$ cat src/rtl/sglf_pkg.sv
// Shared types and constants of the separable Gaussian line filter.
package sglf_pkg;

  localparam int unsigned LineMax = 256;
  localparam int unsigned AddrW   = $clog2(LineMax);
  localparam int unsigned CntW    = AddrW + 1;
  localparam int unsigned SampleW = 16;
  localparam int unsigned CoefW   = 16;
  localparam int unsigned ProdW   = SampleW + CoefW;
  localparam int unsigned AccW    = ProdW + 3;
  localparam int unsigned TsumW   = CoefW + 3;
  localparam int unsigned NumW    = AccW + 1;
  localparam int unsigned RemW    = NumW - SampleW;
  localparam int unsigned PosW    = CntW + 2;
  localparam int unsigned IdxW    = 3;
  localparam int unsigned MaxOut  = 4;

  typedef enum logic [IdxW-1:0] {
    REG_LINE_LENGTH = 3'd0,
    REG_RADIUS      = 3'd1,
    REG_MODE        = 3'd2,
    REG_COEF_CENTER = 3'd3,
    REG_COEF_ONE    = 3'd4,
    REG_COEF_TWO    = 3'd5,
    REG_COEF_THREE  = 3'd6
  } sglf_reg_e;

  typedef enum logic [1:0] {
    MODE_CROP   = 2'd0,
    MODE_ZERO   = 2'd1,
    MODE_REPEAT = 2'd2,
    MODE_MIRROR = 2'd3
  } sglf_mode_e;

  typedef struct packed {
    logic [CntW-1:0]             line_length;
    logic [1:0]                  radius;
    logic [1:0]                  mode;
    logic [3:0][CoefW-1:0]       coef;
  } sglf_cfg_t;

  typedef struct packed {
    logic                   wr_en;
    logic                   acc_clr;
    logic                   rd_en;
    logic                   mul_en;
    logic                   acc_en;
    logic                   div_start;
    logic                   div_step;
    logic                   out_load;
    logic                   line_end;
    logic [CntW-1:0]        n;
    logic [CntW-1:0]        pos;
    logic signed [2:0]      tap;
  } sglf_cmd_t;

  typedef struct packed {
    logic out_busy;
  } sglf_sts_t;

endpackage

$ cat src/rtl/sglf_cfg.sv
// Configuration register file of the line filter.
module sglf_cfg
  import sglf_pkg::*;
(
  input  logic                clk_i,
  input  logic                rst_ni,
  input  logic                we_i,
  input  logic [IdxW-1:0]     idx_i,
  input  logic [CoefW-1:0]    wdata_i,
  output sglf_cfg_t           cfg_o
);

  sglf_cfg_t cfg_q;

  always_ff @(posedge clk_i or negedge rst_ni) begin
    if (!rst_ni) begin
      cfg_q.line_length <= CntW'(LineMax);
      cfg_q.radius      <= 2'd1;
      cfg_q.mode        <= MODE_CROP;
      cfg_q.coef[0]     <= CoefW'(32768);
      cfg_q.coef[1]     <= CoefW'(16384);
      cfg_q.coef[2]     <= '0;
      cfg_q.coef[3]     <= '0;
    end else if (we_i) begin
      unique case (idx_i)
        REG_LINE_LENGTH: cfg_q.line_length <= wdata_i[CntW-1:0];
        REG_RADIUS:      cfg_q.radius      <= wdata_i[1:0];
        REG_MODE:        cfg_q.mode        <= wdata_i[1:0];
        REG_COEF_CENTER: cfg_q.coef[0]     <= wdata_i;
        REG_COEF_ONE:    cfg_q.coef[1]     <= wdata_i;
        REG_COEF_TWO:    cfg_q.coef[2]     <= wdata_i;
        REG_COEF_THREE:  cfg_q.coef[3]     <= wdata_i;
        default: ;
      endcase
    end
  end

  assign cfg_o = cfg_q;

endmodule

$ cat config.mk
export PLATFORM = sky130hd
export DESIGN_NAME = sglf_cfg
export DESIGN_NICKNAME = d
export VERILOG_FILES = /design/src/rtl/sglf_pkg.sv /design/src/rtl/sglf_cfg.sv
export SDC_FILE = /design/constraint.sdc
export NUM_CORES = 1
export LEC_CHECK = 0
export BUFFER_PORTS_ARGS = -buffer_cell sky130_fd_sc_hd__buf_2
export CAP_MARGIN = 15
export CELL_PAD_IN_SITES_DETAIL_PLACEMENT = 1
export CELL_PAD_IN_SITES_GLOBAL_PLACEMENT = 1
export CORE_ASPECT_RATIO = 1.4
export CORE_MARGIN = 2
export CORE_UTILIZATION = 45
export CTS_BUF_LIST = sky130_fd_sc_hd__clkbuf_4 sky130_fd_sc_hd__clkbuf_8
export CTS_CLUSTER_SIZE = 12
export DETAILED_ROUTE_END_ITERATION = 6
export PLACE_DENSITY = 0.87
export SLEW_MARGIN = 10
export SYNTH_ARGS = -nofsm -noshare
export SYNTH_HDL_FRONTEND = slang
export SYNTH_SLANG_ARGS = --single-unit
$ cat constraint.sdc
create_clock -name clk_i -period 1.5 [get_ports clk_i]
set_clock_uncertainty 0.1 [all_clocks]
set_input_delay 0.3 -clock clk_i [delete_from_list [all_inputs] [get_ports clk_i]]
set_output_delay 0.3 -clock clk_i [all_outputs]
set_load 0.02 [all_outputs]
==> impl_metrics.csv, run 1 <==
group,metric,value,unit
run_status,status,"completed",
sta,setup_violations,0,
critical_path,worstSetupEndpointType,"primary output",
clock_tree,htree_levels,3,
synth,yosysWarnings,0,
routing,via_per_inst,5.14,
finish,final_cell_mix,"97 x buf_2, 77 x mux2_2, 73 x dfrtp_1, 12 x clkbuf_8, 9 x buf_4",
run,drv_cap,0,
synth,yosysUniqueCellTypes,10,
finish,final_nets,306,
routing,drtIter0Drc,59,
routing,wl_met1,2.71,mm
routing,drt_first_pass_iters,6,
synth,synth.area.top_cells,"dfrtp_1 61%, mux2_2 29%, dfstp_2 3.5%, and4bb_2 1.3%, buf_2 1.0%",
global_routing,overflow,0,
die,pin_count,99,
clock_tree,clock_sinks,77,
clock_tree,cts_buffer_depth,2,
routing,vias,1865,
finish,multi_input_area,982,um^2
die,die_area,7280,um^2
sta,rsz0062_at_grt,"false",
finish,layout_commonest_cell,"buf_2",
hold_path,min_path_type,"input port to flop",
synth,syn_nets,192,
synth,syn_inst,170,
finish,diodes,0,
critical_path,crit_path_start_kind,"flop",
die,row_count,35,
finish,area_delta_synth_final,30.6,%
sta,fin_crit_sh,95.9,%
synth,synth_top_cell_area_share,61.4,%
critical_path,crit_family,"flip-flops",
synth,syn_area,2970,um^2
global_routing,antenna_found_initial,0,
clock_tree,cts_buffers,9,
sta,fmax,695,MHz
critical_path,timing.critical_path.buf_inv,1,
global_routing,grt_first_pass_wirelength,10.9,mm
critical_path,cp_slowest_stage_delay,0.53,ns
critical_path,cp.arrival,1.04,ns
placement,placed_area,3660,um^2
critical_path,path_class,"flop to primary output",
power,ir_drop,0.824,mV
clock_tree,clock_latency,0.34,ns
critical_path,path_cells,"buf_2",
die,die_w,72.7,um
placement,io_buffers,98,
placement,place_hpwl,5.16,mm
synth,synth_area_leader_cell,"dfrtp_1",
placement,gp_congestion,0.805,
die,start_util,45.9,%
sta,finalHoldViolCount,0,
finish,largest_reg_flops,77,
critical_path,cpMaxStageDelayCell,"dfstp_2",
routing,wl,6.86,mm
power,p_per_area,1580,nW/um^2
sta,slew-limit-headroom,72.8,%
routing,wl_per_cell,18.9,um
finish,drive_above_1_share,74.4,%
clock_tree,cts_tree,"yes",
die,die-height,100,um
synth,ys_ff_latch,77,
sta,max_slew.worst_pin.slew,0.408,ns
critical_path,path_max_fanout,2,
routing,wl_met3,313,um
routing,top_layer,"met4",
finish,design_area,3880,um^2
routing,ant_nets,0,
finish,register_area,1930,um^2
sta,slew_viol_final,0,
clock_tree,cts_resized,0,
finish,layout.cells.non_filler,363,
synth,ys_seq_area_share,65.0,%
sta,period_minus_slack,1.44,ns
power,p_total,0.00615,W
clock_tree,cts-root-buf,"clkbuf_8",
critical_path,cp_data_required_time,1.10,ns
routing,wl_met2,3.74,mm
global_routing,grt_pass1_vias,2046,
placement,placedCellCount,346,
global_routing,track_usage,20.4,%
global_routing,grt_max_degree,32,
finish,nFillCells,655,
power,cellLeakagePower,1.90,nW
clock_tree,clkTransAtPathRegs,0.08,ns
clock_tree,cts_setup_buffers,0,
synth,synth_area_per_cell,17.5,um^2
die,core_area,6480,um^2
routing,drc,0,
-- worst paths after layout --
kind	cells after the start	endpoint	slack, ns	startpoint
max reg2reg	1	cfg_o[28]$_DFFE_PN0P_	0.61	cfg_o[28]$_DFFE_PN0P_
min	2	cfg_o[62]$_DFFE_PN0P_	0.12	wdata_i[14]
min reg2reg	1	cfg_o[52]$_DFFE_PN0P_	0.40	cfg_o[52]$_DFFE_PN0P_
min in group asynchronous	2	cfg_o[72]$_DFFE_PN0P_	0.33	rst_ni
max in group asynchronous	3	cfg_o[7]$_DFFE_PN0P_	0.43	rst_ni
max	1	cfg_o[76]	0.06	cfg_o[76]$_DFFE_PN1P_
-- routing by layer --
metal / track usage, % / vias up
li1: - / 833
met5: 0 / -
met2: 35.2 / 60
met4: 7.98 / 0
met3: 4.62 / 8
met1: 24.4 / 964
-- final cells by class --
cell class / count / area share [%]
clock buffers: 13 / 4.44
clock inverters: 3 / 1.10
multi-input cells: 84 / 25.3
flip-flops and latches: 77 / 49.7
well taps: 74 / 2.38
repair buffers: 112 / 17.1
-- stage by stage --
stage                     setup slack (ns)  hold slack [ns]  utilization [%]  setup TNS [ns]
final                               0.0613            0.125             59.9               0
after global routing                0.0240            0.130             59.9               0
after CTS                           0.0395            0.114             59.9               0
after detailed placement           -0.0500            0.165             56.5           -1.20
after global placement             -0.0119            0.160             56.5          -0.230
after floorplan                    -0.0122          -0.0956                -         -0.0977
-- synthesized netlist by cell type --
cell,instances
dfstp_2,4
mux2_2,77
buf_4,1
and4bb_2,3
buf_6,2
buf_2,6
nor4b_4,1
nand4b_4,1
nand4b_2,2
dfrtp_1,73
-- cell families (layout without fill, tap and decap cells) --
kind of cell / after synthesis / in the layout / synth area share (%)
buffers and inverters: 9 / 128 / 2.02
DFF: 77 / 77 / 65.0
muxes: 77 / 77 / 29.2
and+or+nand+nor: 7 / 7 / 3.87
-- where the power goes --
group          switching [W]  internal [W]  leakage (nW)
Clock               0.000725      0.000922         0.109
Combinational        0.00101      0.000708         0.869
Sequential          0.000235       0.00255         0.918
Total                0.00197       0.00418          1.90
-- repair_timing --
| action | in CTS | in global routing |
|---|---|---|
| hold buffers | 1 | 0 |
| setup endpoints to repair | 0 | 0 |
| hold endpoints to repair | 26 | 0 |
Note: power is estimated with default switching activity, not from simulation.
==> run 2: changes to the inputs <==
Clock period 1.5 ns to 1.7 ns, I/O delays scaled along.
==> impl_metrics.csv, run 2 (synthesized netlist as in run 1, its figures left out) <==
group,metric,value,unit
placement,preCtsSetupSlack,0.0608,ns
critical_path,regToRegStartpoint,"cfg_o[49]$_DFFE_PN0P_",
critical_path,cp-startpoint,"cfg_o[30]$_DFFE_PN1P_",
die,die-height,100,um
critical_path,reg2reg_to,"cfg_o[49]$_DFFE_PN0P_",
finish,register_area,1930,um^2
critical_path,crit_family,"flip-flops",
critical_path,crit_path_start_kind,"flop",
clock_tree,cts_buffers,9,
critical_path,worstSetupEndpointType,"primary output",
hold_path,hold_depth,2,
die,die_w,72.7,um
hold_path,min_path_type,"input port to flop",
critical_path,rr_worst_depth,1,
sta,slew_viol_final,0,
sta,setup_tns,0,ns
sta,timing.final.ws_setup,0.227,ns
power,p_per_area,1430,nW/um^2
sta,fmax,679,MHz
critical_path,cp.arrival,1.03,ns
routing,drtIter0Drc,60,
finish,multi_input_area,982,um^2
finish,diodes,0,
sta,setup_violations,0,
finish,area_delta_synth_final,28.1,%
sta,fin_crit_sh,86.7,%
finish,layout_commonest_cell,"buf_2",
clock_tree,clkTransAtPathRegs,0.08,ns
global_routing,grt_max_degree,53,
global_routing,grt_first_pass_wirelength,10.9,mm
power,cellLeakagePower,1.85,nW
hold_path,hold_path.startpoint,"wdata_i[14]",
routing,via_per_inst,5.23,
power,ir_drop,0.813,mV
global_routing,track_usage,20.1,%
placement,place_hpwl,4.94,mm
power,switching_share,32.4,%
critical_path,path_cells,"buf_2",
placement,io_buffers,98,
routing,drc,0,
routing,wl_per_cell,19.0,um
critical_path,path_class,"flop to primary output",
clock_tree,clock_sinks,77,
clock_tree,htree_levels,3,
critical_path,timing.critical_path.buf_inv,1,
finish,final_nets,301,
critical_path,cpMaxStageDelayCell,"dfstp_2",
global_routing,overflow,0,
sta,period_minus_slack,1.47,ns
critical_path,cp_slowest_stage_delay,0.54,ns
routing,wl,6.81,mm
die,row_count,35,
power,power.share.clock,27.3,%
routing,vias,1874,
die,start_util,45.9,%
power,power.internal,0.00368,W
hold_path,min_to,"cfg_o[46]$_DFFE_PN0P_",
routing,drt_first_pass_iters,4,
run_status,status,"completed",
clock_tree,cts-root-buf,"clkbuf_8",
die,pin_count,99,
finish,final_cell_mix,"97 x buf_2, 77 x mux2_2, 73 x dfrtp_1, 9 x clkbuf_8, 7 x buf_4",
power,pwr-share-seq,45.2,%
sta,max_slew.worst_pin.slew,0.375,ns
clock_tree,cts_tree,"yes",
routing,ant_nets,0,
global_routing,grt_pass1_vias,2062,
power,comb_power_share,27.5,%
die,die_area,7280,um^2
clock_tree,clock_latency,0.34,ns
critical_path,path_max_fanout,2,
finish,nFillCells,649,
critical_path,rrSetupSlack,0.81,ns
finish,drive_above_1_share,73.9,%
placement,gp_congestion,0.666,
die,core_area,6480,um^2
finish,post-route-util,58.8,%
critical_path,cp_data_required_time,1.26,ns
run,drv_cap,0,
power,switchingPower,0.00176,W
sta,slew-limit-headroom,75.0,%
clock_tree,cts_buffer_depth,2,
global_routing,antenna_found_initial,0,
sta,rsz0062_at_grt,"false",
finish,largest_reg_flops,77,
sta,finalHoldViolCount,0,
[run 2: power by group through the flow]
stage | clock, W | sequential, W | combinational [W]
floorplan | 0 | 0.00298 | 0.000399
global placement | 0 | 0.00247 | 0.00146
detailed placement | 0 | 0.00250 | 0.00152
CTS | 0.00153 | 0.00247 | 0.00152
global route | 0.00160 | 0.00252 | 0.00159
finish | 0.00148 | 0.00246 | 0.00150
[run 2: worst max path at each step]
stage	end	slack, ns	cells past startpoint
after floorplan	cfg_o[21]$_DFFE_PN0P_	0.08	5
after global placement	cfg_o[74]$_DFFE_PN0P_	0.11	4
after detailed placement	cfg_o[75]$_DFFE_PN0P_	0.06	4
after CTS	cfg_o[30]	0.19	1
after global routing	cfg_o[30]	0.17	1
final	cfg_o[30]	0.23	1
[run 2: final cells by class]
type                            instances  area share, %
Sequential cell                        77           50.7
Clock buffer                            9           3.25
Multi-Input combinational cell         84           25.8
Timing Repair Buffer                  107           15.4
Clock inverter                          7           2.37
Tap cell                               74           2.43
[run 2: per-layer routing]
| layer | track usage [%] | wire length [um] |
|---|---|---|
| met1 | 23.5 | 2590 |
| met5 | 0 | 0 |
| met4 | 8.69 | 140 |
| met2 | 34.1 | 3720 |
| met3 | 5.72 | 366 |
[run 2: through the flow]
| step | cells | hold WS, ns | cell area [um^2] | total power (W) |
|---|---|---|---|---|
| floorplan | 170 | -0.0556 | 2970 | 0.00338 |
| global route | 358 | 0.167 | 3810 | 0.00572 |
| global placement | 341 | 0.245 | 3580 | 0.00393 |
| finish | 358 | 0.169 | 3810 | 0.00544 |
| CTS | 358 | 0.152 | 3810 | 0.00552 |
| detailed placement | 341 | 0.246 | 3580 | 0.00402 |
[run 2: timing repair]
item                                   4_1_cts  5_1_grt
hold buffers                                 1        0
resized for setup                            0        0
buffers inserted                             0        0
endpoints found under the hold margin       73        0
