--- src/rtl/sglf_pkg.sv ---
// Shared types and constants of the separable Gaussian line filter.
package sglf_pkg;

  localparam int unsigned LineMax = 256;
  localparam int unsigned AddrW   = $clog2(LineMax);
  localparam int unsigned CntW    = AddrW + 1;
  localparam int unsigned SampleW = 16;
  localparam int unsigned CoefW   = 16;
  localparam int unsigned ProdW   = SampleW + CoefW;
  localparam int unsigned AccW    = ProdW + 3;
  localparam int unsigned TsumW   = CoefW + 3;
  localparam int unsigned NumW    = AccW + 1;
  localparam int unsigned RemW    = NumW - SampleW;
  localparam int unsigned PosW    = CntW + 2;
  localparam int unsigned IdxW    = 3;
  localparam int unsigned MaxOut  = 4;

  typedef enum logic [IdxW-1:0] {
    REG_LINE_LENGTH = 3'd0,
    REG_RADIUS      = 3'd1,
    REG_MODE        = 3'd2,
    REG_COEF_CENTER = 3'd3,
    REG_COEF_ONE    = 3'd4,
    REG_COEF_TWO    = 3'd5,
    REG_COEF_THREE  = 3'd6
  } sglf_reg_e;

  typedef enum logic [1:0] {
    MODE_CROP   = 2'd0,
    MODE_ZERO   = 2'd1,
    MODE_REPEAT = 2'd2,
    MODE_MIRROR = 2'd3
  } sglf_mode_e;

  typedef struct packed {
    logic [CntW-1:0]             line_length;
    logic [1:0]                  radius;
    logic [1:0]                  mode;
    logic [3:0][CoefW-1:0]       coef;
  } sglf_cfg_t;

  typedef struct packed {
    logic                   wr_en;
    logic                   acc_clr;
    logic                   rd_en;
    logic                   mul_en;
    logic                   acc_en;
    logic                   div_start;
    logic                   div_step;
    logic                   out_load;
    logic                   line_end;
    logic [CntW-1:0]        n;
    logic [CntW-1:0]        pos;
    logic signed [2:0]      tap;
  } sglf_cmd_t;

  typedef struct packed {
    logic out_busy;
  } sglf_sts_t;

endpackage

--- src/rtl/sglf_ctrl.sv ---
// Sequencing state machine: sample intake, tap walk, divide and output.
module sglf_ctrl
  import sglf_pkg::*;
(
  input  logic       clk_i,
  input  logic       rst_ni,
  input  sglf_cfg_t  cfg_i,
  input  logic       in_valid_i,
  output logic       in_ready_o,
  input  sglf_sts_t  sts_i,
  output sglf_cmd_t  cmd_o
);

  typedef enum logic [2:0] {
    ST_IDLE, ST_CHECK, ST_TAP_RD, ST_TAP_MUL, ST_TAP_ACC, ST_DIV_INIT, ST_DIV_RUN, ST_OUT
  } state_e;

  state_e                 state_q;
  logic [CntW-1:0]        st_q, og_q;
  logic signed [2:0]      tap_q;
  logic [2:0]             cnt_q;
  logic                   last_q;
  logic [3:0]             dcnt_q;

  logic [CntW-1:0] len_eff;
  logic [CntW-1:0] st_inc;
  logic [CntW:0]   og_plus_r;
  logic            emit;
  logic signed [2:0] r_s;

  always_comb begin
    len_eff = cfg_i.line_length;
    if (len_eff == '0) len_eff = CntW'(1);
    if (len_eff > CntW'(LineMax)) len_eff = CntW'(LineMax);
  end

  assign st_inc    = st_q + CntW'(1);
  assign og_plus_r = {1'b0, og_q} + (CntW+1)'(cfg_i.radius);
  assign r_s       = signed'({1'b0, cfg_i.radius});
  assign emit      = (og_q < st_q) && (last_q || (og_plus_r < {1'b0, st_q}))
                     && (cnt_q < 3'(MaxOut));

  always_ff @(posedge clk_i or negedge rst_ni) begin
    if (!rst_ni) begin
      state_q <= ST_IDLE;
      st_q    <= '0;
      og_q    <= '0;
      tap_q   <= '0;
      cnt_q   <= '0;
      last_q  <= 1'b0;
      dcnt_q  <= '0;
    end else begin
      unique case (state_q)
        ST_IDLE: begin
          if (in_valid_i) begin
            st_q    <= st_inc;
            last_q  <= st_inc >= len_eff;
            cnt_q   <= '0;
            state_q <= ST_CHECK;
          end
        end
        ST_CHECK: begin
          if (emit) begin
            tap_q   <= -r_s;
            state_q <= ST_TAP_RD;
          end else begin
            if (last_q) begin
              st_q <= '0;
              og_q <= '0;
            end
            state_q <= ST_IDLE;
          end
        end
        ST_TAP_RD:  state_q <= ST_TAP_MUL;
        ST_TAP_MUL: state_q <= ST_TAP_ACC;
        ST_TAP_ACC: begin
          if (tap_q == r_s) begin
            state_q <= ST_DIV_INIT;
          end else begin
            tap_q   <= tap_q + 3'sd1;
            state_q <= ST_TAP_RD;
          end
        end
        ST_DIV_INIT: begin
          dcnt_q  <= '0;
          state_q <= ST_DIV_RUN;
        end
        ST_DIV_RUN: begin
          dcnt_q <= dcnt_q + 4'd1;
          if (dcnt_q == 4'd15) state_q <= ST_OUT;
        end
        ST_OUT: begin
          if (!sts_i.out_busy) begin
            og_q    <= og_q + CntW'(1);
            cnt_q   <= cnt_q + 3'd1;
            state_q <= ST_CHECK;
          end
        end
        default: state_q <= ST_IDLE;
      endcase
    end
  end

  assign in_ready_o = (state_q == ST_IDLE);

  always_comb begin
    cmd_o           = '0;
    cmd_o.n         = st_q;
    cmd_o.pos       = og_q;
    cmd_o.tap       = tap_q;
    cmd_o.line_end  = last_q && (og_q + CntW'(1) == st_q);
    cmd_o.wr_en     = (state_q == ST_IDLE) && in_valid_i;
    cmd_o.acc_clr   = (state_q == ST_CHECK);
    cmd_o.rd_en     = (state_q == ST_TAP_RD);
    cmd_o.mul_en    = (state_q == ST_TAP_MUL);
    cmd_o.acc_en    = (state_q == ST_TAP_ACC);
    cmd_o.div_start = (state_q == ST_DIV_INIT);
    cmd_o.div_step  = (state_q == ST_DIV_RUN);
    cmd_o.out_load  = (state_q == ST_OUT) && !sts_i.out_busy;
  end

endmodule

--- config.mk ---
export PLATFORM = sky130hd
export DESIGN_NAME = sglf_ctrl
export DESIGN_NICKNAME = d
export VERILOG_FILES = /design/src/rtl/sglf_pkg.sv /design/src/rtl/sglf_ctrl.sv
export SDC_FILE = /design/constraint.sdc
export NUM_CORES = 1
export LEC_CHECK = 0
export ABC_AREA = 1
export BUFFER_PORTS_ARGS = -buffer_cell sky130_fd_sc_hd__buf_2
export CAP_MARGIN = 20
export CORE_UTILIZATION = 27
export CTS_CLUSTER_DIAMETER = 200
export DETAILED_ROUTE_END_ITERATION = 10
export PLACE_DENSITY = 0.55
export SETUP_SLACK_MARGIN = 0.02
export SLEW_MARGIN = 15
export SYNTH_ARGS = -nofsm -noshare
export SYNTH_HDL_FRONTEND = slang
export SYNTH_SLANG_ARGS = --single-unit
--- constraint.sdc ---
create_clock -name clk_i -period 7.4 [get_ports clk_i]
set_clock_uncertainty 0.05 [all_clocks]
set_input_delay 1.48 -clock clk_i [delete_from_list [all_inputs] [get_ports clk_i]]
set_output_delay 1.48 -clock clk_i [all_outputs]
set_load 0.05 [all_outputs]
==> impl_metrics.xml, run 1 <==
<?xml version="1.0" encoding="UTF-8"?>
<metrics>
  <group name="run">
    <metric name="drv.max_cap_violation_count" unit="">0</metric>
  </group>
  <group name="pwr">
    <metric name="internal_power_of_the_cells" unit="mW">0.5546</metric>
    <metric name="clk_pwr_share" unit="%">16.2</metric>
    <metric name="power_frac_comb" unit="%">59.5</metric>
    <metric name="irDropWorstVdd" unit="mV">0.1736</metric>
    <metric name="power_per_cell_area" unit="mW/mm2">350.4</metric>
    <metric name="power.static_leakage" unit="nW">1.926</metric>
    <metric name="design_power_total" unit="mW">1.178</metric>
    <metric name="swShare" unit="%">52.91</metric>
    <metric name="switchingPower" unit="mW">0.6231</metric>
    <metric name="sequential_fraction_of_design_power" unit="%">24.4</metric>
  </group>
  <group name="clock_network">
    <metric name="clock_latency" unit="ns">0.30</metric>
    <metric name="clk_pin_slew_worst_paths" unit="ns">0.06</metric>
    <metric name="post_cts_resized" unit="">0</metric>
    <metric name="ctsHtreeMaxLevel" unit="">2</metric>
    <metric name="holdBufCountCts" unit="">0</metric>
    <metric name="cts_tree" unit="">done</metric>
    <metric name="cts_setup_buffers" unit="">0</metric>
    <metric name="cts_root_buf" unit="">sky130_fd_sc_hd__clkbuf_8</metric>
    <metric name="tritoncts_num_sinks" unit="">32</metric>
    <metric name="clock_tree.buffer_depth" unit="">2</metric>
    <metric name="cts_made_buffers" unit="">5</metric>
  </group>
  <group name="setup_path">
    <metric name="reg2reg_setup_slack" unit="ns">4.33</metric>
    <metric name="dominant_cell_type_by_count_on_the_critical_path" unit="">sky130_fd_sc_hd__buf_2</metric>
    <metric name="critical_path.reg2reg.endpoint" unit="">og_q[2]</metric>
    <metric name="slowest_delay" unit="ns">0.32</metric>
    <metric name="worstPathCellList" unit="">buf_2 -&gt; nand2_1 -&gt; clkinv_1 -&gt; buf_2</metric>
    <metric name="critical-path-slowest-cell" unit="">sky130_fd_sc_hd__clkinv_1</metric>
    <metric name="worstSetupPathType" unit="">input pin to output port</metric>
    <metric name="r2r.worst_path.cells" unit="">21</metric>
    <metric name="critPathArrivalTime" unit="ns">2.42</metric>
    <metric name="crit_path_start_kind" unit="">input pin</metric>
    <metric name="worstSetupEndpointType" unit="">output port</metric>
    <metric name="critical_path.max_fanout" unit="">9</metric>
    <metric name="timing.rr.start" unit="">og_q[0]</metric>
    <metric name="worst_ep_required_time" unit="ns">5.87</metric>
  </group>
  <group name="timing">
    <metric name="clock.fmax" unit="GHz">0.2530</metric>
    <metric name="final.hold.worst_slack" unit="ns">0.4321</metric>
    <metric name="slew_viol_final" unit="">0</metric>
    <metric name="rsz0062_at_grt" unit="">false</metric>
    <metric name="timing.max_slew.rel_slack" unit="%">45.65</metric>
    <metric name="finalHoldViolCount" unit="">0</metric>
    <metric name="final_number_of_setup_violating_endpoints" unit="">0</metric>
    <metric name="tightestPinTransition" unit="ns">0.8109</metric>
    <metric name="setup_total_negative_slack" unit="ns">0</metric>
    <metric name="final.min_clock_period" unit="ns">3.953</metric>
    <metric name="timing.final.ws_setup" unit="ns">3.447</metric>
    <metric name="finalCritPeriodShare" unit="%">53.41</metric>
  </group>
  <group name="yosys">
    <metric name="synth.cell_area" unit="mm2">0.002859</metric>
    <metric name="synth.most_common_cell" unit="">sky130_fd_sc_hd__nand2_1</metric>
    <metric name="synth.lib_cells_used.distinct" unit="">37</metric>
    <metric name="ys_top_cells_by_count" unit="">sky130_fd_sc_hd__nand2_1, sky130_fd_sc_hd__inv_1, sky130_fd_sc_hd__ha_1, sky130_fd_sc_hd__nor2_1, sky130_fd_sc_hd__dfrtp_1</metric>
    <metric name="syn_area_per_cell" unit="um2">6.906</metric>
    <metric name="synth.area.top_cells" unit="">sky130_fd_sc_hd__dfrtp_1, sky130_fd_sc_hd__nand2_1, sky130_fd_sc_hd__ha_1</metric>
    <metric name="async_reset_ff_share" unit="%">100.0</metric>
    <metric name="mappedNetlistNets" unit="">530</metric>
    <metric name="yosys.area.top_type" unit="">sky130_fd_sc_hd__dfrtp_1</metric>
    <metric name="synth.top_cell.area_share" unit="%">28.01</metric>
    <metric name="ys_ff_latch" unit="">32</metric>
    <metric name="number_of_flops_mapped_to_enable_cells_by_yosys" unit="">0</metric>
    <metric name="yosysSeqAreaShare" unit="%">28.01</metric>
    <metric name="post_synth_inst_count" unit="">414</metric>
    <metric name="dominantRegCellSynth" unit="">sky130_fd_sc_hd__dfrtp_1</metric>
    <metric name="synth-warning-count" unit="">0</metric>
  </group>
  <group name="floorplan">
    <metric name="ioPinCount" unit="">112</metric>
    <metric name="core-area" unit="mm2">0.01028</metric>
    <metric name="die_height" unit="um">104.9</metric>
    <metric name="placementRows" unit="">37</metric>
    <metric name="die-area" unit="mm2">0.01100</metric>
    <metric name="start_util" unit="%">27.82</metric>
    <metric name="die_width" unit="um">104.9</metric>
  </group>
  <group name="routing">
    <metric name="drt_iter0_markers" unit="">124</metric>
    <metric name="first_pass_iters" unit="">4</metric>
    <metric name="routed-via-count" unit="">2662</metric>
    <metric name="drtAntennaViolNets" unit="">0</metric>
    <metric name="routed_via_density" unit="">4.444</metric>
    <metric name="drt-wirelength-per-cell" unit="um">11.55</metric>
    <metric name="remaining_drc_errors" unit="">0</metric>
    <metric name="detailed_route_wl" unit="mm">6.916</metric>
  </group>
  <group name="global_route">
    <metric name="track_usage" unit="%">13.50</metric>
    <metric name="grt_first_pass_wirelength" unit="mm">11.84</metric>
    <metric name="antenna_violations_before_repair" unit="">0</metric>
    <metric name="number_of_global_route_vias_before_repair" unit="">2589</metric>
    <metric name="grt_max_degree" unit="">33</metric>
    <metric name="grt_overflow_total" unit="">0</metric>
  </group>
  <group name="placement">
    <metric name="finalWeightedCongestion" unit="">0.8201</metric>
    <metric name="dp.final_hpwl" unit="mm">5.461</metric>
    <metric name="port_buffers" unit="">45</metric>
    <metric name="placed_cells" unit="">591</metric>
    <metric name="placement.setup.worst_slack" unit="ns">3.187</metric>
  </group>
  <group name="finish">
    <metric name="final_layout_size_suffix_gt1_share" unit="%">16.41</metric>
    <metric name="area.growth.synth_to_final" unit="%">17.55</metric>
    <metric name="final_net_count" unit="">578</metric>
    <metric name="fin_cells" unit="">599</metric>
    <metric name="num_antenna_cells" unit="">0</metric>
  </group>
  <group name="status">
    <metric name="run_status" unit="">finished clean</metric>
  </group>
  <group name="hold_path">
    <metric name="holdPathEnd" unit="">dcnt_q[3]</metric>
    <metric name="hp-class" unit="">flip-flop to flip-flop</metric>
    <metric name="min_delay_path_depth" unit="">1</metric>
    <metric name="worst_hold_start" unit="">dcnt_q[3]</metric>
  </group>
</metrics>
## final cells by class
type / count / area (um2)
fillers: 1126 / 6917
clock buffers: 7 / 96.34
well taps: 136 / 170.2
clock inverters: 1 / 30.03
inverters: 67 / 251.5
repair buffers: 45 / 225.2
flip-flops and latches: 32 / 800.8
multi-input cells: 311 / 1787
## sequential cells by signal, indices dropped and copies added, names as in the netlist
register / count
dcnt_q: 4
st_q: 9
last_q: 1
og_q: 9
state_q: 3
tap_q: 3
cnt_q: 3
## power groups by stage
stage	clock (mW)	combinational [mW]	sequential, mW
after CTS	0.197	0.709	0.286
after global placement	0	0.694	0.287
after detailed placement	0	0.707	0.290
after floorplan	0	0.481	0.348
after global routing	0.204	0.801	0.297
final	0.190	0.700	0.287
## cell usage in the layout (no fill, tap or decap), types with 2 or more instances in the layout
cell type,netlist,routed
sky130_fd_sc_hd__nand2_4,3,3
sky130_fd_sc_hd__nand3_1,24,24
sky130_fd_sc_hd__xor2_1,20,20
sky130_fd_sc_hd__ha_1,34,34
sky130_fd_sc_hd__nand4_1,2,2
sky130_fd_sc_hd__nor3_1,6,6
sky130_fd_sc_hd__o21ai_2,2,2
sky130_fd_sc_hd__a21oi_1,14,14
sky130_fd_sc_hd__nor3_2,2,2
sky130_fd_sc_hd__dfrtp_1,32,32
sky130_fd_sc_hd__buf_2,1,45
sky130_fd_sc_hd__nor2_1,34,34
sky130_fd_sc_hd__xnor2_1,2,2
sky130_fd_sc_hd__nand2_1,132,132
sky130_fd_sc_hd__o21ai_0,11,11
sky130_fd_sc_hd__nor2_2,6,6
sky130_fd_sc_hd__inv_1,62,62
sky130_fd_sc_hd__nand2_2,4,4
sky130_fd_sc_hd__inv_2,4,4
sky130_fd_sc_hd__clkbuf_8,0,7
## metal layers
metal	global-route usage, %	share of wire, %
met1	16.40	48
met5	0	0
met4	5.734	2.0
met2	23.65	47
met3	1.996	3.0
## cell families after synthesis
kind of cell,after synthesis,share of synthesized area (%)
adder cells (fa/ha/maj),35,15.58
multiplexers,1,0.3501
flip-flops,32,28.01
buffers and inverters,71,9.496
XOR/XNOR,22,6.740
AO/OA/AOI/OAI,35,7.134
AND/OR/NAND/NOR,218,32.69
## per-stage QoR
stage               util, %  instance area, um2
floorplan                 -                2859
global placement      31.47                3234
detailed placement    31.47                3234
CTS                   32.70                3361
global route          32.70                3361
finish                32.70                3361
## critical path, delay by kind of cell
kind | cells | cell delay [ns]
buffers and inverters | 3 | 0.76
AND/OR/NAND/NOR | 1 | 0.18
## worst max-delay path by stage
stage                     startpoint   endpoint  cells past startpoint
after floorplan              og_q[0]  cmd_o[21]                     11
after global placement     cfg_i[66]    og_q[5]                     22
after detailed placement   cfg_i[66]   tap_q[2]                     22
after CTS                 in_valid_i  cmd_o[29]                      4
after global routing       cfg_i[66]   tap_q[1]                     22
final                     in_valid_i  cmd_o[29]                      4
Note: power is estimated with default switching activity, not from simulation.
==> run 2: changes to the inputs <==
ABC_AREA = 0   (was 1)
PLACE_DENSITY = 0.58   (was 0.55)
clock period = 3.4 ns   (was 7.4 ns; I/O delays follow)
==> run 2 against run 1 <==
Sequential cell count is the same. Die area is 3.6% lower. Worst hold slack lost 0.022 ns. Combinational power grew to 2.6 times the previous value. Critical endpoint is now st_q[3]. Largest cell class unchanged. Highest routed layer unchanged.
==> impl_metrics.xml, run 2 <==
<?xml version="1.0" encoding="UTF-8"?>
<metrics>
  <group name="status">
    <metric name="run_status" unit="">finished clean</metric>
  </group>
  <group name="clock_network">
    <metric name="cts_made_buffers" unit="">5</metric>
    <metric name="clock_latency" unit="ns">0.29</metric>
    <metric name="ctsHtreeMaxLevel" unit="">2</metric>
    <metric name="cts_root_buf" unit="">sky130_fd_sc_hd__clkbuf_8</metric>
    <metric name="cts_tree" unit="">done</metric>
    <metric name="holdBufCountCts" unit="">0</metric>
    <metric name="clock_tree.buffer_depth" unit="">2</metric>
    <metric name="clk_pin_slew_worst_paths" unit="ns">0.07</metric>
    <metric name="tritoncts_num_sinks" unit="">32</metric>
  </group>
  <group name="finish">
    <metric name="area.growth.synth_to_final" unit="%">24.50</metric>
    <metric name="reg_top3" unit="">og_q x9, st_q x9, dcnt_q x4</metric>
    <metric name="num_antenna_cells" unit="">0</metric>
    <metric name="most-common-layout-cells" unit="">sky130_fd_sc_hd__buf_2, sky130_fd_sc_hd__nor2_1, sky130_fd_sc_hd__ha_1</metric>
    <metric name="final_layout_size_suffix_gt1_share" unit="%">25.39</metric>
    <metric name="utilization" unit="%">34.90</metric>
    <metric name="layout_commonest_cell" unit="">sky130_fd_sc_hd__buf_2</metric>
    <metric name="final_net_count" unit="">497</metric>
    <metric name="fin_cells" unit="">515</metric>
  </group>
  <group name="floorplan">
    <metric name="core-area" unit="mm2">0.009819</metric>
    <metric name="placementRows" unit="">36</metric>
    <metric name="die-area" unit="mm2">0.01060</metric>
    <metric name="start_util" unit="%">28.03</metric>
    <metric name="die_width" unit="um">103.0</metric>
    <metric name="die_height" unit="um">103.0</metric>
    <metric name="ioPinCount" unit="">112</metric>
  </group>
  <group name="timing">
    <metric name="clock.fmax" unit="GHz">0.3052</metric>
    <metric name="finalHoldViolCount" unit="">0</metric>
    <metric name="finalCritPeriodShare" unit="%">96.37</metric>
    <metric name="timing.final.ws_setup" unit="ns">0.1236</metric>
    <metric name="timing.max_slew.rel_slack" unit="%">47.33</metric>
    <metric name="final.hold.worst_slack" unit="ns">0.4103</metric>
    <metric name="final.min_clock_period" unit="ns">3.276</metric>
    <metric name="slew_viol_final" unit="">0</metric>
    <metric name="tightestPinTransition" unit="ns">0.7840</metric>
    <metric name="final_number_of_setup_violating_endpoints" unit="">0</metric>
  </group>
  <group name="placement">
    <metric name="placed_cells" unit="">505</metric>
    <metric name="placement.setup.worst_slack" unit="ns">-0.4025</metric>
    <metric name="dp.final_hpwl" unit="mm">5.776</metric>
    <metric name="port_buffers" unit="">45</metric>
    <metric name="finalWeightedCongestion" unit="">0.8460</metric>
  </group>
  <group name="yosys">
    <metric name="syn_area_per_cell" unit="um2">8.629</metric>
    <metric name="async_reset_ff_share" unit="%">100.0</metric>
    <metric name="synth.cell_area" unit="mm2">0.002753</metric>
    <metric name="ys_ff_latch" unit="">32</metric>
    <metric name="synth.area.top_cells" unit="">sky130_fd_sc_hd__dfrtp_1, sky130_fd_sc_hd__ha_1, sky130_fd_sc_hd__xnor2_1</metric>
    <metric name="number_of_flops_mapped_to_enable_cells_by_yosys" unit="">0</metric>
    <metric name="ys_top_cells_by_count" unit="">sky130_fd_sc_hd__nor2_1, sky130_fd_sc_hd__ha_1, sky130_fd_sc_hd__dfrtp_1</metric>
    <metric name="synth.lib_cells_used.distinct" unit="">49</metric>
    <metric name="yosysSeqAreaShare" unit="%">29.09</metric>
    <metric name="synth-warning-count" unit="">0</metric>
    <metric name="post_synth_inst_count" unit="">319</metric>
    <metric name="mappedNetlistNets" unit="">435</metric>
    <metric name="synth.most_common_cell" unit="">sky130_fd_sc_hd__nor2_1</metric>
    <metric name="synth.top_cell.area_share" unit="%">29.09</metric>
    <metric name="dominantRegCellSynth" unit="">sky130_fd_sc_hd__dfrtp_1</metric>
    <metric name="yosys.area.top_type" unit="">sky130_fd_sc_hd__dfrtp_1</metric>
  </group>
  <group name="setup_path">
    <metric name="worstSetupPathType" unit="">input pin to flip-flop</metric>
    <metric name="critPathArrivalTime" unit="ns">3.45</metric>
    <metric name="worst_ep_required_time" unit="ns">3.57</metric>
    <metric name="critical_path.max_fanout" unit="">6</metric>
    <metric name="crit_path_start_kind" unit="">input pin</metric>
    <metric name="worstSetupEndpointType" unit="">flip-flop</metric>
    <metric name="setup.worst_path.start" unit="">cfg_i[66]</metric>
    <metric name="timing.rr.start" unit="">og_q[1]</metric>
  </group>
  <group name="pwr">
    <metric name="irDropWorstVdd" unit="mV">0.1950</metric>
    <metric name="power.static_leakage" unit="nW">1.661</metric>
    <metric name="power_per_cell_area" unit="mW/mm2">832.5</metric>
  </group>
  <group name="global_route">
    <metric name="grt_first_pass_wirelength" unit="mm">12.03</metric>
    <metric name="antenna_violations_before_repair" unit="">0</metric>
    <metric name="grt_max_degree" unit="">33</metric>
    <metric name="number_of_global_route_vias_before_repair" unit="">2429</metric>
    <metric name="track_usage" unit="%">14.60</metric>
    <metric name="grt_overflow_total" unit="">0</metric>
  </group>
  <group name="routing">
    <metric name="drt-wirelength-per-cell" unit="um">14.22</metric>
    <metric name="routed-via-count" unit="">2507</metric>
    <metric name="remaining_drc_errors" unit="">0</metric>
    <metric name="drt_iter0_markers" unit="">75</metric>
    <metric name="drtAntennaViolNets" unit="">0</metric>
    <metric name="first_pass_iters" unit="">4</metric>
    <metric name="routed_via_density" unit="">4.868</metric>
    <metric name="detailed_route_wl" unit="mm">7.323</metric>
  </group>
  <group name="hold_path">
    <metric name="hp-class" unit="">input pin to async pin</metric>
  </group>
  <group name="run">
    <metric name="drv.max_cap_violation_count" unit="">0</metric>
  </group>
</metrics>
run 2: what timing repair did:
item,CTS,global route
gates cloned,0,0
resized for setup,4,11
buffers inserted,1,1
pin swaps,4,7
endpoints found under the setup margin,19,20
run 2: worst max-delay path, stage by stage:
cell and delay, ns:
sky130_fd_sc_hd__buf_4 0.11, sky130_fd_sc_hd__ha_4 0.13, sky130_fd_sc_hd__inv_1 0.05, sky130_fd_sc_hd__fa_2 0.41, sky130_fd_sc_hd__nand2b_4 0.17, sky130_fd_sc_hd__nor2_1 0.14, sky130_fd_sc_hd__xor2_1 0.18, sky130_fd_sc_hd__ha_1 0.25
sky130_fd_sc_hd__and3_4 0.19, sky130_fd_sc_hd__a221oi_4 0.24, sky130_fd_sc_hd__a21oi_2 0.12, sky130_fd_sc_hd__o31ai_2 0.28, sky130_fd_sc_hd__buf_4 0.19, sky130_fd_sc_hd__nor2_4 0.07, sky130_fd_sc_hd__buf_12 0.16, sky130_fd_sc_hd__nor2_1 0.09
run 2: layer usage:
metal / vias to the layer above / wire, um / GRT usage, % / share of wire (%)
met1: 1211 / 3380 / 18.72 / 46
met5: - / 0 / 0 / 0
li1: 1247 / - / - / -
met4: 0 / 157 / 5.200 / 2.1
met2: 37 / 3605 / 25.23 / 49
met3: 12 / 180 / 1.763 / 2.5
run 2: metrics by stage:
stage	TNS, ns	instance area (um2)	total power [mW]
5_1_grt	-0.01065	3427	3.082
3_3_place_gp	-6.226	3246	2.409
6_report	0	3427	2.853
3_5_place_dp	-7.095	3246	2.452
2_1_floorplan	0	2760	1.997
4_1_cts	0	3369	2.829
run 2: cell families (layout without fill, tap and decap cells):
family | Yosys count | in the layout | synth area share, %
simple gates | 116 | 116 | 19.96
compound gates | 60 | 60 | 15.77
xor+xnor | 39 | 39 | 12.41
fa+ha+maj | 35 | 35 | 16.18
buf+inv | 35 | 98 | 5.818
flops | 32 | 32 | 29.09
mux | 2 | 2 | 0.7727
run 2: area by class of cell:
type	count	area (um2)
Fill cell	1055	6392
Tap cell	133	166.4
Multi-Input combinational cell	252	1868
Clock buffer	7	86.33
Inverter	22	83.83
Timing Repair Buffer	68	412.9
Sequential cell	32	802.0
Clock inverter	1	7.507
run 2: final timing paths:
kind                             end  slack [ns]  depth (start not counted)
max                          st_q[3]        0.12                         16
min                          og_q[4]        0.41                          1
max reg2reg                  st_q[3]        0.23                         14
min reg2reg                dcnt_q[3]        0.44                          1
max in group asynchronous    og_q[0]        2.36                          1
min in group clk_i         dcnt_q[3]        0.44                          1
run 2: report_power, final:
group | total [mW] | switching, mW | internal [mW] | leakage (nW)
clock network | 0.320 | 0.156 | 0.165 | 0.0445
logic | 1.84 | 1.08 | 0.764 | 1.20
registers | 0.692 | 0.197 | 0.495 | 0.419
==> run 3: changes to the inputs <==
CELL_PAD_IN_SITES_DETAIL_PLACEMENT = 0   (was unset)
CELL_PAD_IN_SITES_GLOBAL_PLACEMENT = 1   (was unset)
PLACE_DENSITY = 0.7   (was 0.58)
==> run 3 against run 2 <==
Count of clock-buffer cells in the layout is 1 lower. Clock power up 16%. Sequential cell count unchanged. Combinational power barely moved. First-iteration DRC count increased by 5.3%. Wire length rose by 0.86%.
==> impl_metrics.xml, run 3 (synthesis results as in run 2) <==
<?xml version="1.0" encoding="UTF-8"?>
<metrics>
  <group name="status">
    <metric name="run_status" unit="">finished clean</metric>
  </group>
  <group name="floorplan">
    <metric name="die_height" unit="um">103.0</metric>
    <metric name="die_width" unit="um">103.0</metric>
    <metric name="core-area" unit="mm2">0.009819</metric>
    <metric name="start_util" unit="%">28.03</metric>
    <metric name="die-area" unit="mm2">0.01060</metric>
    <metric name="ioPinCount" unit="">112</metric>
    <metric name="placementRows" unit="">36</metric>
  </group>
  <group name="timing">
    <metric name="timing.max_slew.rel_slack" unit="%">47.69</metric>
    <metric name="final.min_clock_period" unit="ns">3.233</metric>
    <metric name="timing.final.ws_setup" unit="ns">0.1666</metric>
    <metric name="setup_total_negative_slack" unit="ns">0</metric>
    <metric name="finalCritPeriodShare" unit="%">95.10</metric>
    <metric name="finalHoldViolCount" unit="">0</metric>
    <metric name="slew_viol_final" unit="">0</metric>
    <metric name="tightestPinTransition" unit="ns">0.7786</metric>
    <metric name="clock.fmax" unit="GHz">0.3093</metric>
    <metric name="rsz0062_at_grt" unit="">false</metric>
    <metric name="final_number_of_setup_violating_endpoints" unit="">0</metric>
  </group>
  <group name="clock_network">
    <metric name="cts_made_buffers" unit="">5</metric>
    <metric name="tritoncts_num_sinks" unit="">32</metric>
    <metric name="holdBufCountCts" unit="">0</metric>
    <metric name="clk_pin_slew_worst_paths" unit="ns">0.07</metric>
    <metric name="clock_latency" unit="ns">0.29</metric>
    <metric name="ctsHtreeMaxLevel" unit="">2</metric>
    <metric name="cts_root_buf" unit="">sky130_fd_sc_hd__clkbuf_8</metric>
    <metric name="cts_tree" unit="">done</metric>
    <metric name="clock_tree.buffer_depth" unit="">2</metric>
  </group>
  <group name="setup_path">
    <metric name="critical_path.max_fanout" unit="">3</metric>
    <metric name="crit_path_start_kind" unit="">input pin</metric>
    <metric name="worstSetupPathType" unit="">input pin to flip-flop</metric>
    <metric name="worstSetupEndpointType" unit="">flip-flop</metric>
    <metric name="worst_ep_required_time" unit="ns">3.53</metric>
    <metric name="critPathArrivalTime" unit="ns">3.36</metric>
  </group>
  <group name="pwr">
    <metric name="switchingPower" unit="mW">1.443</metric>
    <metric name="power.static_leakage" unit="nW">1.669</metric>
    <metric name="clk_pwr_share" unit="%">12.8</metric>
    <metric name="swShare" unit="%">49.56</metric>
    <metric name="internal_power_of_the_cells" unit="mW">1.469</metric>
    <metric name="design_power_total" unit="mW">2.911</metric>
    <metric name="sequential_fraction_of_design_power" unit="%">23.7</metric>
    <metric name="power_frac_comb" unit="%">63.5</metric>
    <metric name="power_per_cell_area" unit="mW/mm2">847.0</metric>
    <metric name="irDropWorstVdd" unit="mV">0.2322</metric>
  </group>
  <group name="finish">
    <metric name="reg_top3" unit="">og_q x9, st_q x9, dcnt_q x4</metric>
    <metric name="layout.cell_area.non_filler" unit="mm2">0.003437</metric>
    <metric name="num_antenna_cells" unit="">0</metric>
    <metric name="ff_latch_area" unit="um2">802.0</metric>
    <metric name="fillerInstances" unit="">1089</metric>
    <metric name="layout_commonest_cell" unit="">sky130_fd_sc_hd__buf_2</metric>
    <metric name="final_net_count" unit="">497</metric>
    <metric name="most-common-layout-cells" unit="">sky130_fd_sc_hd__buf_2, sky130_fd_sc_hd__nor2_1, sky130_fd_sc_hd__ha_1</metric>
    <metric name="area_of_combinational_cells_with_multiple_inputs" unit="mm2">0.001861</metric>
    <metric name="final_layout_size_suffix_gt1_share" unit="%">25.39</metric>
    <metric name="area.growth.synth_to_final" unit="%">24.86</metric>
  </group>
  <group name="global_route">
    <metric name="track_usage" unit="%">14.63</metric>
    <metric name="number_of_global_route_vias_before_repair" unit="">2467</metric>
    <metric name="antenna_violations_before_repair" unit="">0</metric>
    <metric name="grt_max_degree" unit="">33</metric>
    <metric name="grt_overflow_total" unit="">0</metric>
    <metric name="grt_first_pass_wirelength" unit="mm">11.99</metric>
  </group>
  <group name="routing">
    <metric name="remaining_drc_errors" unit="">0</metric>
    <metric name="drt-wirelength-per-cell" unit="um">14.34</metric>
    <metric name="drt_iter0_markers" unit="">79</metric>
    <metric name="detailed_route_wl" unit="mm">7.386</metric>
    <metric name="first_pass_iters" unit="">4</metric>
    <metric name="routed_via_density" unit="">4.773</metric>
    <metric name="routed-via-count" unit="">2458</metric>
    <metric name="drtAntennaViolNets" unit="">0</metric>
  </group>
  <group name="placement">
    <metric name="dp.final_hpwl" unit="mm">5.764</metric>
    <metric name="placed_instance_area" unit="mm2">0.003261</metric>
    <metric name="placement.setup.worst_slack" unit="ns">-0.3934</metric>
    <metric name="port_buffers" unit="">45</metric>
    <metric name="finalWeightedCongestion" unit="">0.8251</metric>
  </group>
  <group name="run">
    <metric name="drv.max_cap_violation_count" unit="">0</metric>
  </group>
  <group name="hold_path">
    <metric name="hp-class" unit="">input pin to async pin</metric>
  </group>
</metrics>
[run 3: final timing paths]
kind	to	startpoint	cells past startpoint	slack [ns]
max	tap_q[0]	cfg_i[66]	15	0.17
min	og_q[8]	rst_ni	1	0.40
max reg2reg	tap_q[0]	og_q[1]	13	0.22
min reg2reg	dcnt_q[3]	dcnt_q[3]	1	0.45
max in group asynchronous	og_q[0]	rst_ni	1	2.38
min in group clk_i	dcnt_q[3]	dcnt_q[3]	1	0.45
[run 3: layer usage]
metal | global-route usage [%] | share of wire, % | wire, um
met1 | 19.43 | 48 | 3579
met2 | 25.44 | 49 | 3585
met3 | 1.492 | 2.1 | 152
met4 | 3.575 | 0.95 | 70
met5 | 0 | 0 | 0
[run 3: timing repair]
item / in CTS / in global routing
pin swaps: 1 / 4
endpoints found under the hold margin: 0 / 0
endpoints found under the setup margin: 17 / 21
buffers inserted: 0 / 0
gates cloned: 0 / 0
gates resized for setup: 3 / 11
[run 3: power groups by stage]
stage,Combinational (mW),Sequential [mW],Clock (mW)
after CTS,1.83,0.684,0.378
after detailed placement,1.77,0.691,0
after floorplan,1.18,0.815,0
after global routing,2.04,0.713,0.393
after global placement,1.75,0.685,0
final,1.85,0.690,0.372
[run 3: layout make-up]
class                   count  area share, %
clock buffers               6          2.111
clock inverters             2          1.019
well taps                 133          4.842
multi-input cells         252          54.13
inverters                  22          2.439
flip-flops and latches     32          23.33
repair buffers             68          12.12
[run 3: worst max-delay path: stages]
cell	delay, ns
sky130_fd_sc_hd__buf_4	0.12
sky130_fd_sc_hd__ha_4	0.13
sky130_fd_sc_hd__inv_1	0.05
sky130_fd_sc_hd__fa_2	0.34
sky130_fd_sc_hd__nand2b_4	0.17
sky130_fd_sc_hd__nor2_2	0.10
sky130_fd_sc_hd__xor2_1	0.18
sky130_fd_sc_hd__ha_1	0.25
sky130_fd_sc_hd__and3_4	0.18
sky130_fd_sc_hd__a221oi_2	0.26
sky130_fd_sc_hd__a21oi_2	0.13
sky130_fd_sc_hd__o31ai_4	0.29
sky130_fd_sc_hd__buf_4	0.15
sky130_fd_sc_hd__a21boi_0	0.07
sky130_fd_sc_hd__a211o_1	0.27
[run 3: metrics by stage]
stage / hold slack, ns / util (%) / instances
after floorplan: 0.3344 / - / 319
after global placement: 0.4322 / 33.21 / 507
after detailed placement: 0.4456 / 33.21 / 507
after CTS: 0.4304 / 34.52 / 515
after global routing: 0.4806 / 35.00 / 515
final: 0.3993 / 35.00 / 515
